--- src/design/sha_pkg.sv ---
// Shared types, constants and functions for the SHA-256 byte stream hasher.
package sha_pkg;

  typedef enum logic [2:0] {
    ST_IDLE,
    ST_PAD,
    ST_LOAD,
    ST_ROUND,
    ST_ADD,
    ST_OUT
  } state_t;

  typedef struct packed {
    logic [31:0] a;
    logic [31:0] b;
    logic [31:0] c;
    logic [31:0] d;
    logic [31:0] e;
    logic [31:0] f;
    logic [31:0] g;
    logic [31:0] h;
  } vars_t;

  localparam logic [7:0] PAD_BYTE = 8'h80;
  localparam logic [5:0] LEN_OFFSET = 6'd56;

  localparam logic [7:0][31:0] IV = {
    32'h6a09e667, 32'hbb67ae85, 32'h3c6ef372, 32'ha54ff53a,
    32'h510e527f, 32'h9b05688c, 32'h1f83d9ab, 32'h5be0cd19};

  localparam logic [63:0][31:0] K_TAB = {
    32'h428a2f98, 32'h71374491, 32'hb5c0fbcf, 32'he9b5dba5, 32'h3956c25b, 32'h59f111f1,
    32'h923f82a4, 32'hab1c5ed5, 32'hd807aa98, 32'h12835b01, 32'h243185be, 32'h550c7dc3,
    32'h72be5d74, 32'h80deb1fe, 32'h9bdc06a7, 32'hc19bf174, 32'he49b69c1, 32'hefbe4786,
    32'h0fc19dc6, 32'h240ca1cc, 32'h2de92c6f, 32'h4a7484aa, 32'h5cb0a9dc, 32'h76f988da,
    32'h983e5152, 32'ha831c66d, 32'hb00327c8, 32'hbf597fc7, 32'hc6e00bf3, 32'hd5a79147,
    32'h06ca6351, 32'h14292967, 32'h27b70a85, 32'h2e1b2138, 32'h4d2c6dfc, 32'h53380d13,
    32'h650a7354, 32'h766a0abb, 32'h81c2c92e, 32'h92722c85, 32'ha2bfe8a1, 32'ha81a664b,
    32'hc24b8b70, 32'hc76c51a3, 32'hd192e819, 32'hd6990624, 32'hf40e3585, 32'h106aa070,
    32'h19a4c116, 32'h1e376c08, 32'h2748774c, 32'h34b0bcb5, 32'h391c0cb3, 32'h4ed8aa4a,
    32'h5b9cca4f, 32'h682e6ff3, 32'h748f82ee, 32'h78a5636f, 32'h84c87814, 32'h8cc70208,
    32'h90befffa, 32'ha4506ceb, 32'hbef9a3f7, 32'hc67178f2};

  // Word 0 of each table sits in the highest slot of the packed constant.
  function automatic logic [31:0] iv_word(input logic [2:0] idx);
    return IV[3'd7 - idx];
  endfunction

  function automatic logic [31:0] round_k(input logic [5:0] idx);
    return K_TAB[6'd63 - idx];
  endfunction

  function automatic logic [31:0] rotr(input logic [31:0] x, input int r);
    return (x >> r) | (x << (32 - r));
  endfunction

endpackage

--- src/design/sha_round.sv ---
// One SHA-256 round and one message schedule step.
module sha_round (
  input  sha_pkg::vars_t        vars,
  input  logic [15:0][31:0]     win,
  input  logic [5:0]            round,
  output sha_pkg::vars_t        vars_next,
  output logic [31:0]           sched_word
);
  import sha_pkg::*;

  logic [31:0] w_cur, sg0, sg1, big0, big1, choose, major, t1, t2;

  // win[15] is the word used in this round; win[0] is the newest word.
  always_comb begin
    w_cur = win[15];
    sg0 = rotr(win[14], 7) ^ rotr(win[14], 18) ^ (win[14] >> 3);
    sg1 = rotr(win[1], 17) ^ rotr(win[1], 19) ^ (win[1] >> 10);
    sched_word = win[15] + sg0 + win[6] + sg1;
    big1 = rotr(vars.e, 6) ^ rotr(vars.e, 11) ^ rotr(vars.e, 25);
    choose = (vars.e & vars.f) ^ (~vars.e & vars.g);
    t1 = vars.h + big1 + choose + round_k(round) + w_cur;
    big0 = rotr(vars.a, 2) ^ rotr(vars.a, 13) ^ rotr(vars.a, 22);
    major = (vars.a & vars.b) ^ (vars.a & vars.c) ^ (vars.b & vars.c);
    t2 = big0 + major;
    vars_next.h = vars.g;
    vars_next.g = vars.f;
    vars_next.f = vars.e;
    vars_next.e = vars.d + t1;
    vars_next.d = vars.c;
    vars_next.c = vars.b;
    vars_next.b = vars.a;
    vars_next.a = t1 + t2;
  end

endmodule

--- src/design/sha256_byte_stream_hasher.sv ---
// SHA-256 hasher taking a message one byte per word and returning the digest.
// Input: s_tdata carries the byte, s_tuser says a byte is present, s_tlast marks
// the final word of a message (it may carry no byte, so empty messages work).
// Output: eight words per message, most significant first, m_tlast on the last.
// A word that neither completes a block nor ends the message is taken and
// tready stays high for the next word. A full 64-byte block holds the input
// while the byte buffer is read into the schedule window, the 64 rounds run
// through the single round unit, and the result is added into the chain value.
// On the final word the padding bytes are written one per cycle (up to 64,
// plus one more compression when the length does not fit), then the digest
// words are shown one per cycle while m_tready is high. A stalled receiver
// holds the current digest word and the input stays blocked until all eight
// words are taken. After the last word the chain value, fill count and length
// return to their initial values. Reset clears the control state and loads
// the initial hash; the byte buffer needs no clearing.
module sha256_byte_stream_hasher (
  input  logic        clk,
  input  logic        rst,
  input  logic        s_tvalid,
  output logic        s_tready,
  input  logic [7:0]  s_tdata,   // data_byte
  input  logic        s_tuser,   // byte_present
  input  logic        s_tlast,   // message_end
  output logic        m_tvalid,
  input  logic        m_tready,
  output logic [39:0] m_tdata,   // digest_word [31:0], word_index [34:32], zeros
  output logic        m_tlast    // last_word
);
  import sha_pkg::*;

  state_t state, state_next;

  logic [7:0]  buf_mem [64];
  logic        mem_we;
  logic [5:0]  mem_waddr;
  logic [7:0]  mem_wdata;
  logic [5:0]  mem_raddr;
  logic [7:0]  mem_rdata;

  logic [7:0][31:0]  chain;
  logic [15:0][31:0] win;
  vars_t             vars, vars_next;
  logic [31:0]       sched_word;
  logic [5:0]        fill;
  logic [60:0]       msg_len;
  logic [63:0]       len_bits;
  logic              pad_first;
  logic              padding;
  logic              finishing;
  logic              len_room;
  logic [6:0]        load_cnt;
  logic              rd_valid;
  logic [5:0]        round;
  logic [2:0]        out_idx;
  logic [7:0]        pad_byte;
  logic              accept;

  sha_round u_round (
    .vars       (vars),
    .win        (win),
    .round      (round),
    .vars_next  (vars_next),
    .sched_word (sched_word)
  );

  assign accept = s_tvalid && s_tready;
  assign len_bits = {msg_len, 3'b000};

  // The length goes into a block only when the 0x80 byte left room for it.
  always_comb begin
    if (pad_first) begin
      pad_byte = PAD_BYTE;
    end else if (fill < LEN_OFFSET || !len_room) begin
      pad_byte = '0;
    end else begin
      pad_byte = len_bits[{3'd7 - fill[2:0], 3'b000} +: 8];
    end
  end

  always_comb begin
    state_next = state;
    s_tready = 1'b0;
    m_tvalid = 1'b0;
    mem_we = 1'b0;
    mem_waddr = fill;
    mem_wdata = s_tdata;
    case (state)
      ST_IDLE: begin
        s_tready = 1'b1;
        if (s_tvalid) begin
          mem_we = s_tuser;
          if (s_tuser && fill == 6'd63) begin
            state_next = ST_LOAD;
          end else if (s_tlast) begin
            state_next = ST_PAD;
          end
        end
      end
      ST_PAD: begin
        mem_we = 1'b1;
        mem_wdata = pad_byte;
        if (fill == 6'd63) begin
          state_next = ST_LOAD;
        end
      end
      ST_LOAD: begin
        if (load_cnt[6] && rd_valid) begin
          state_next = ST_ROUND;
        end
      end
      ST_ROUND: begin
        if (round == 6'd63) begin
          state_next = ST_ADD;
        end
      end
      ST_ADD: begin
        if (finishing) begin
          state_next = ST_OUT;
        end else if (padding) begin
          state_next = ST_PAD;
        end else begin
          state_next = ST_IDLE;
        end
      end
      ST_OUT: begin
        m_tvalid = 1'b1;
        if (m_tready && out_idx == 3'd7) begin
          state_next = ST_IDLE;
        end
      end
      default: state_next = ST_IDLE;
    endcase
  end

  always_ff @(posedge clk) begin
    if (rst) begin
      state <= ST_IDLE;
    end else begin
      state <= state_next;
    end
  end

  assign mem_raddr = load_cnt[5:0];

  always_ff @(posedge clk) begin
    if (mem_we) begin
      buf_mem[mem_waddr] <= mem_wdata;
    end
    mem_rdata <= buf_mem[mem_raddr];
  end

  always_ff @(posedge clk) begin
    if (rst) begin
      chain <= IV;
      fill <= '0;
      msg_len <= '0;
      pad_first <= 1'b0;
      padding <= 1'b0;
      finishing <= 1'b0;
      len_room <= 1'b0;
      load_cnt <= '0;
      rd_valid <= 1'b0;
      round <= '0;
      out_idx <= '0;
    end else begin
      case (state)
        ST_IDLE: begin
          load_cnt <= '0;
          rd_valid <= 1'b0;
          if (accept) begin
            if (s_tuser) begin
              fill <= fill + 6'd1;
              msg_len <= msg_len + 61'd1;
            end
            padding <= s_tlast;
            pad_first <= s_tlast;
            finishing <= 1'b0;
          end
        end
        ST_PAD: begin
          fill <= fill + 6'd1;
          pad_first <= 1'b0;
          load_cnt <= '0;
          rd_valid <= 1'b0;
          if (pad_first) begin
            len_room <= fill < LEN_OFFSET;
          end
          // The last length byte lands at the end of a block.
          if (fill == 6'd63 && !pad_first && len_room) begin
            finishing <= 1'b1;
          end
        end
        ST_LOAD: begin
          if (!load_cnt[6]) begin
            load_cnt <= load_cnt + 7'd1;
          end
          rd_valid <= !load_cnt[6];
          round <= '0;
        end
        ST_ROUND: begin
          round <= round + 6'd1;
        end
        ST_ADD: begin
          for (int i = 0; i < 8; i++) begin
            chain[7 - i] <= chain[7 - i] + vars[(7 - i) * 32 +: 32];
          end
          out_idx <= '0;
          len_room <= 1'b1;
        end
        ST_OUT: begin
          if (m_tready) begin
            out_idx <= out_idx + 3'd1;
            if (out_idx == 3'd7) begin
              chain <= IV;
              fill <= '0;
              msg_len <= '0;
              padding <= 1'b0;
              finishing <= 1'b0;
            end
          end
        end
        default: ;
      endcase
    end
  end

  // Schedule window and working variables need no reset.
  always_ff @(posedge clk) begin
    if (state == ST_LOAD) begin
      if (rd_valid) begin
        win <= {win[15][23:0], win[14:0], mem_rdata};
      end
      vars <= chain;
    end else if (state == ST_ROUND) begin
      vars <= vars_next;
      win <= {win[14:0], sched_word};
    end
  end

  assign m_tdata = {5'b00000, out_idx, chain[3'd7 - out_idx]};
  assign m_tlast = out_idx == 3'd7;

  a_out_only_when_done: assert property (@(posedge clk) disable iff (rst)
    m_tvalid |-> finishing && fill == '0)
    else $error("digest shown before the final block was compressed");
  a_no_input_while_busy: assert property (@(posedge clk) disable iff (rst)
    s_tready |-> !m_tvalid && !padding)
    else $error("input accepted while a message is being finished");
  a_restart_iv: assert property (@(posedge clk) disable iff (rst)
    m_tvalid && m_tready && m_tlast |=> chain == IV && msg_len == '0)
    else $error("chain value not restored after the digest");
  a_load_from_full: assert property (@(posedge clk) disable iff (rst)
    $rose(state == ST_LOAD) |-> fill == '0)
    else $error("compression started on a partial block");

endmodule

--- config.mk ---
export PLATFORM = sky130hd
export DESIGN_NAME = sha256_byte_stream_hasher
export DESIGN_NICKNAME = d
export VERILOG_FILES = /design/src/design/sha_pkg.sv /design/src/design/sha_round.sv /design/src/design/sha256_byte_stream_hasher.sv
export SDC_FILE = /design/constraint.sdc
export NUM_CORES = 2
export LEC_CHECK = 0
export BUFFER_PORTS_ARGS = -buffer_cell sky130_fd_sc_hd__buf_2
export CORE_MARGIN = 1
export CORE_UTILIZATION = 45
export DETAILED_ROUTE_END_ITERATION = 10
export GPL_TIMING_DRIVEN = 0
export SYNTH_ARGS = -nofsm -noshare
export SYNTH_HDL_FRONTEND = slang
export SYNTH_SLANG_ARGS = --single-unit
--- constraint.sdc ---
create_clock -name clk -period 25.3 [get_ports clk]
set_input_delay 2.53 -clock clk [delete_from_list [all_inputs] [get_ports clk]]
set_output_delay 2.53 -clock clk [all_outputs]
set_load 0.02 [all_outputs]
==> results_tabular.tex <==
\begin{tabular}{lr}
\hline
Metric & Value \\
\hline
\multicolumn{2}{l}{\textbf{Run status}} \\
Outcome & finished with violations \\
Violations in the final reports & capacitance limit, slew limit \\
\multicolumn{2}{l}{\textbf{Route}} \\
Residual antenna-violating net count after detailed routing & 0 \\
First drt pass iteration count & 6 \\
Ratio of routed vias to standard cells & 5.98 \\
DR iter-0 viols & roughly 9000 \\
Overall routed net length & 356000 microns \\
Number of remaining DRC errors & 0 \\
Number of vias in the routed layout & approximately 75000 \\
Wire per inst & around 28 microns \\
\multicolumn{2}{l}{\textbf{Floorplanning}} \\
Die W & 461 microns \\
Number of top-level design ports & 57 \\
Std cell rows & $\sim$170 \\
Die Outline Area & 0.213 sq mm \\
Chip height & approximately 460 microns \\
Core area & 0.210 sq mm \\
Effective utilization at floorplan & 0.453 \\
\multicolumn{2}{l}{\textbf{CTS}} \\
CTS hold repair buffers & 0 \\
Total of cells resized after clock tree synthesis & 0 \\
Post-CTS clock slew at the launch and capture registers of the worst setup and hold paths & 60 ps \\
Clk root buf & sky130\_fd\_sc\_hd\_\_clkbuf\_16 \\
Clock tree from TritonCTS & yes \\
Setup fix buffers added after clock tree synthesis & 0 \\
Max H-tree Level & 4 \\
Clk sink count & 1635 \\
TritonCTS Buffers & approximately 180 \\
Insertion delay to the later sink of the worst-skew pair & 890 ps \\
Maximum clock path buffer count & 3 \\
\multicolumn{2}{l}{\textbf{Layout}} \\
Layout filler cell count & between 15000 and 20000 \\
Number of cells in the finished layout apart from fillers & between 10000 and 15000 \\
Layout cell share with drive strength beyond 1 & 0.0770 \\
Layout overhead on the synthesized area & 11.4\% \\
Number of nets in the layout & $\sim$10000 \\
\multicolumn{2}{l}{\textbf{Logic synthesis}} \\
Number of unique standard cell types used by synthesis & 94 \\
Sequential-to-total area share from yosys stat & 0.479 \\
Syn Area/Cell & around 10 sq um \\
Commonest register cell after synthesis & sky130\_fd\_sc\_hd\_\_edfxtp\_1 \\
Cell Area, Synth & between 0.09 and 0.1 sq mm \\
Number of enable flip-flop cells after synthesis & 1280 \\
Synth Instances & between 9000 and 10000 \\
Proportion of synthesized flip-flops having asynchronous set or reset & 0 \\
Synth Warn \# & 0 \\
\#FFs+latches synth & $\sim$1600 \\
\multicolumn{2}{l}{\textbf{Timing}} \\
Slew HR & -0.102 \\
Final worst-path cycle share & 0.503 \\
Maximum clock frequency & roughly 79 MHz \\
Count of final hold-check violations & 0 \\
Number of failing setup endpoints in the final timing report & 0 \\
Slew at the pin closest to its max-slew limit & 1640 ps \\
Count of final max-slew check failures & 28 \\
Setup repair after global routing missed its margin & no \\
Post-Route Skew & 68.9 ps \\
Shortest clock period the worst path allows after layout & 12730 ps \\
\multicolumn{2}{l}{\textbf{GRT}} \\
Number of global-route vias before repair & 72300 \\
Global router's overall resource usage & 0.331 \\
Maximum number of pins on one net before global-route repair & 82 \\
Wire length of the first global-routing pass & around 510000 microns \\
Final global-route overflow total & 0 \\
Initial antenna violation count & 31 \\
\multicolumn{2}{l}{\textbf{Setup path}} \\
Most common cell type on the critical path & sky130\_fd\_sc\_hd\_\_fa\_1 \\
Worst setup EP type & register \\
Arrival time reported for the critical path endpoint & 13270 ps \\
Worst setup SP type & register \\
Highest cell delay on the worst timing path & 810 ps \\
Worst-path fanout max & 14 \\
Endpoint required time on the critical path & between 20000 and 30000 ps \\
Critical-path top delay cell & sky130\_fd\_sc\_hd\_\_a2111oi\_0 \\
Worst Path Buf+Inv & 7 \\
Category of cells accounting for the largest share of critical-path delay & compound AO/OA/AOI/OAI gates \\
Critical path class & reg -> reg \\
\multicolumn{2}{l}{\textbf{Placement}} \\
Weighted congestion at the end of routability-driven global placement & approximately 1.0 \\
Placed wire-length estimate after detailed placement & 271000 microns \\
Placed cell count & 12200 \\
PortBufs & 50 \\
\multicolumn{2}{l}{\textbf{Worst hold path}} \\
Worst hold path type & reg -> reg \\
\multicolumn{2}{l}{\textbf{Run}} \\
Max-Cap Viols & 4 \\
\hline
\end{tabular}
## area by class of cell
| type | instances | area, sq um | area share |
|---|---|---|---|
| Multi-Input combinational cell | 6715 | 45900 | 0.434 |
| Sequential cell | 1635 | 45500 | 0.430 |
| Clock buffer | 247 | 5060 | 0.0479 |
| Tap cell | 2805 | 3510 | 0.0332 |
| Buffer | 530 | 2040 | 0.0193 |
| Inverter | 427 | 1610 | 0.0152 |
| Clock inverter | 98 | 1160 | 0.0109 |
| Timing Repair Buffer | 81 | 926 | 0.00875 |
| Antenna cell | 9 | 22.5 | 0.000213 |
## Yosys cell counts, drive strengths merged, types with 64 or more instances
| library cell | n | area, sq um |
|---|---|---|
| a21o | 169 | 1270 |
| a21oi | 449 | 2250 |
| a22oi | 65 | 488 |
| clkbuf | 472 | 1770 |
| dfxtp | 355 | 7110 |
| edfxtp | 1280 | 38400 |
| fa | 195 | 3900 |
| ha | 398 | 4980 |
| inv | 422 | 1580 |
| mux2 | 68 | 766 |
| mux4 | 241 | 5430 |
| nand2 | 2338 | 8780 |
| nand3 | 119 | 596 |
| nor2 | 561 | 2110 |
| nor2b | 64 | 400 |
| nor3 | 77 | 385 |
| o21a | 72 | 541 |
| o21ai | 447 | 2240 |
| o22ai | 89 | 557 |
| xnor2 | 340 | 2980 |
| xor2 | 278 | 2430 |
## final timing paths
path / slack (ps) / cells past startpoint / to / from
min: 490 / 2 / padding / padding
min reg2reg: 490 / 2 / padding / padding
max reg2reg: 12570 / 38 / vars[255] / round[1]
max: 12570 / 38 / vars[255] / round[1]
## state kept, by name, summed over array words and instances (netlist names)
| name | count |
|---|---|
| finishing | 1 |
| fill | 6 |
| pad_first | 1 |
| load_cnt | 7 |
| round | 6 |
| vars | 256 |
| state | 3 |
| win | 512 |
| rd_valid | 1 |
| mem_rdata | 8 |
| len_room | 1 |
| out_idx | 3 |
| buf_mem | 512 |
| msg_len | 61 |
| padding | 1 |
| chain | 256 |
## worst min-delay path: cells and delay by family, from the launching register on
kind            cells  cell delay [ps]
compound gates      1               70
flops               1              310
simple gates        1               60
## logic make-up after synthesis
group / synth area share
AOI/OAI and AO/OA: 0.115
xor gates and xnor gates: 0.0570
adders and majority gates: 0.0938
buffers and inverters: 0.0381
DFF: 0.479
muxes: 0.0680
other: 0.0000395
and+or+nand+nor: 0.148
## cells in the final DEF, fill, tap and decap left out, types with 64 or more instances in the layout
| master | count |
|---|---|
| sky130_fd_sc_hd__nand2_1 | 2338 |
| sky130_fd_sc_hd__edfxtp_1 | 1280 |
| sky130_fd_sc_hd__nor2_1 | 560 |
| sky130_fd_sc_hd__clkbuf_1 | 504 |
| sky130_fd_sc_hd__a21oi_1 | 449 |
| sky130_fd_sc_hd__o21ai_0 | 433 |
| sky130_fd_sc_hd__inv_1 | 421 |
| sky130_fd_sc_hd__ha_1 | 398 |
| sky130_fd_sc_hd__dfxtp_1 | 355 |
| sky130_fd_sc_hd__xnor2_1 | 340 |
| sky130_fd_sc_hd__xor2_1 | 278 |
| sky130_fd_sc_hd__mux4_2 | 241 |
| sky130_fd_sc_hd__fa_1 | 195 |
| sky130_fd_sc_hd__clkbuf_16 | 187 |
| sky130_fd_sc_hd__a21o_1 | 169 |
| sky130_fd_sc_hd__nand3_1 | 119 |
| sky130_fd_sc_hd__o22ai_1 | 89 |
| sky130_fd_sc_hd__nor3_1 | 77 |
| sky130_fd_sc_hd__o21a_1 | 72 |
| sky130_fd_sc_hd__mux2_2 | 68 |
| sky130_fd_sc_hd__a22oi_1 | 65 |
| sky130_fd_sc_hd__nor2b_1 | 64 |
## metal layers
metal	vias to the layer above	global-route usage	share of wire
met5	-	0	0.00023
met2	3893	0.504	0.44
li1	33300	-	-
met1	37100	0.441	0.40
met4	12	0.190	0.066
met3	826	0.0628	0.092
## metrics by stage
step                      utilization  hold slack [ps]  cell area (sq um)  TNS (ps)  setup slack, ps
after floorplan                     -              446              95000         0             1430
after global placement          0.471              460              98800  -4849450            -9550
after detailed placement        0.475              469              99600         0            12870
after CTS                       0.505              492             106000         0            12780
after global routing            0.505              516             106000         0            12170
final                           0.505              494             106000         0            12570
Power is left out: the tool's default activity adds up to more than one toggle a clock period on the data nets, which glitch-free logic cannot reach.
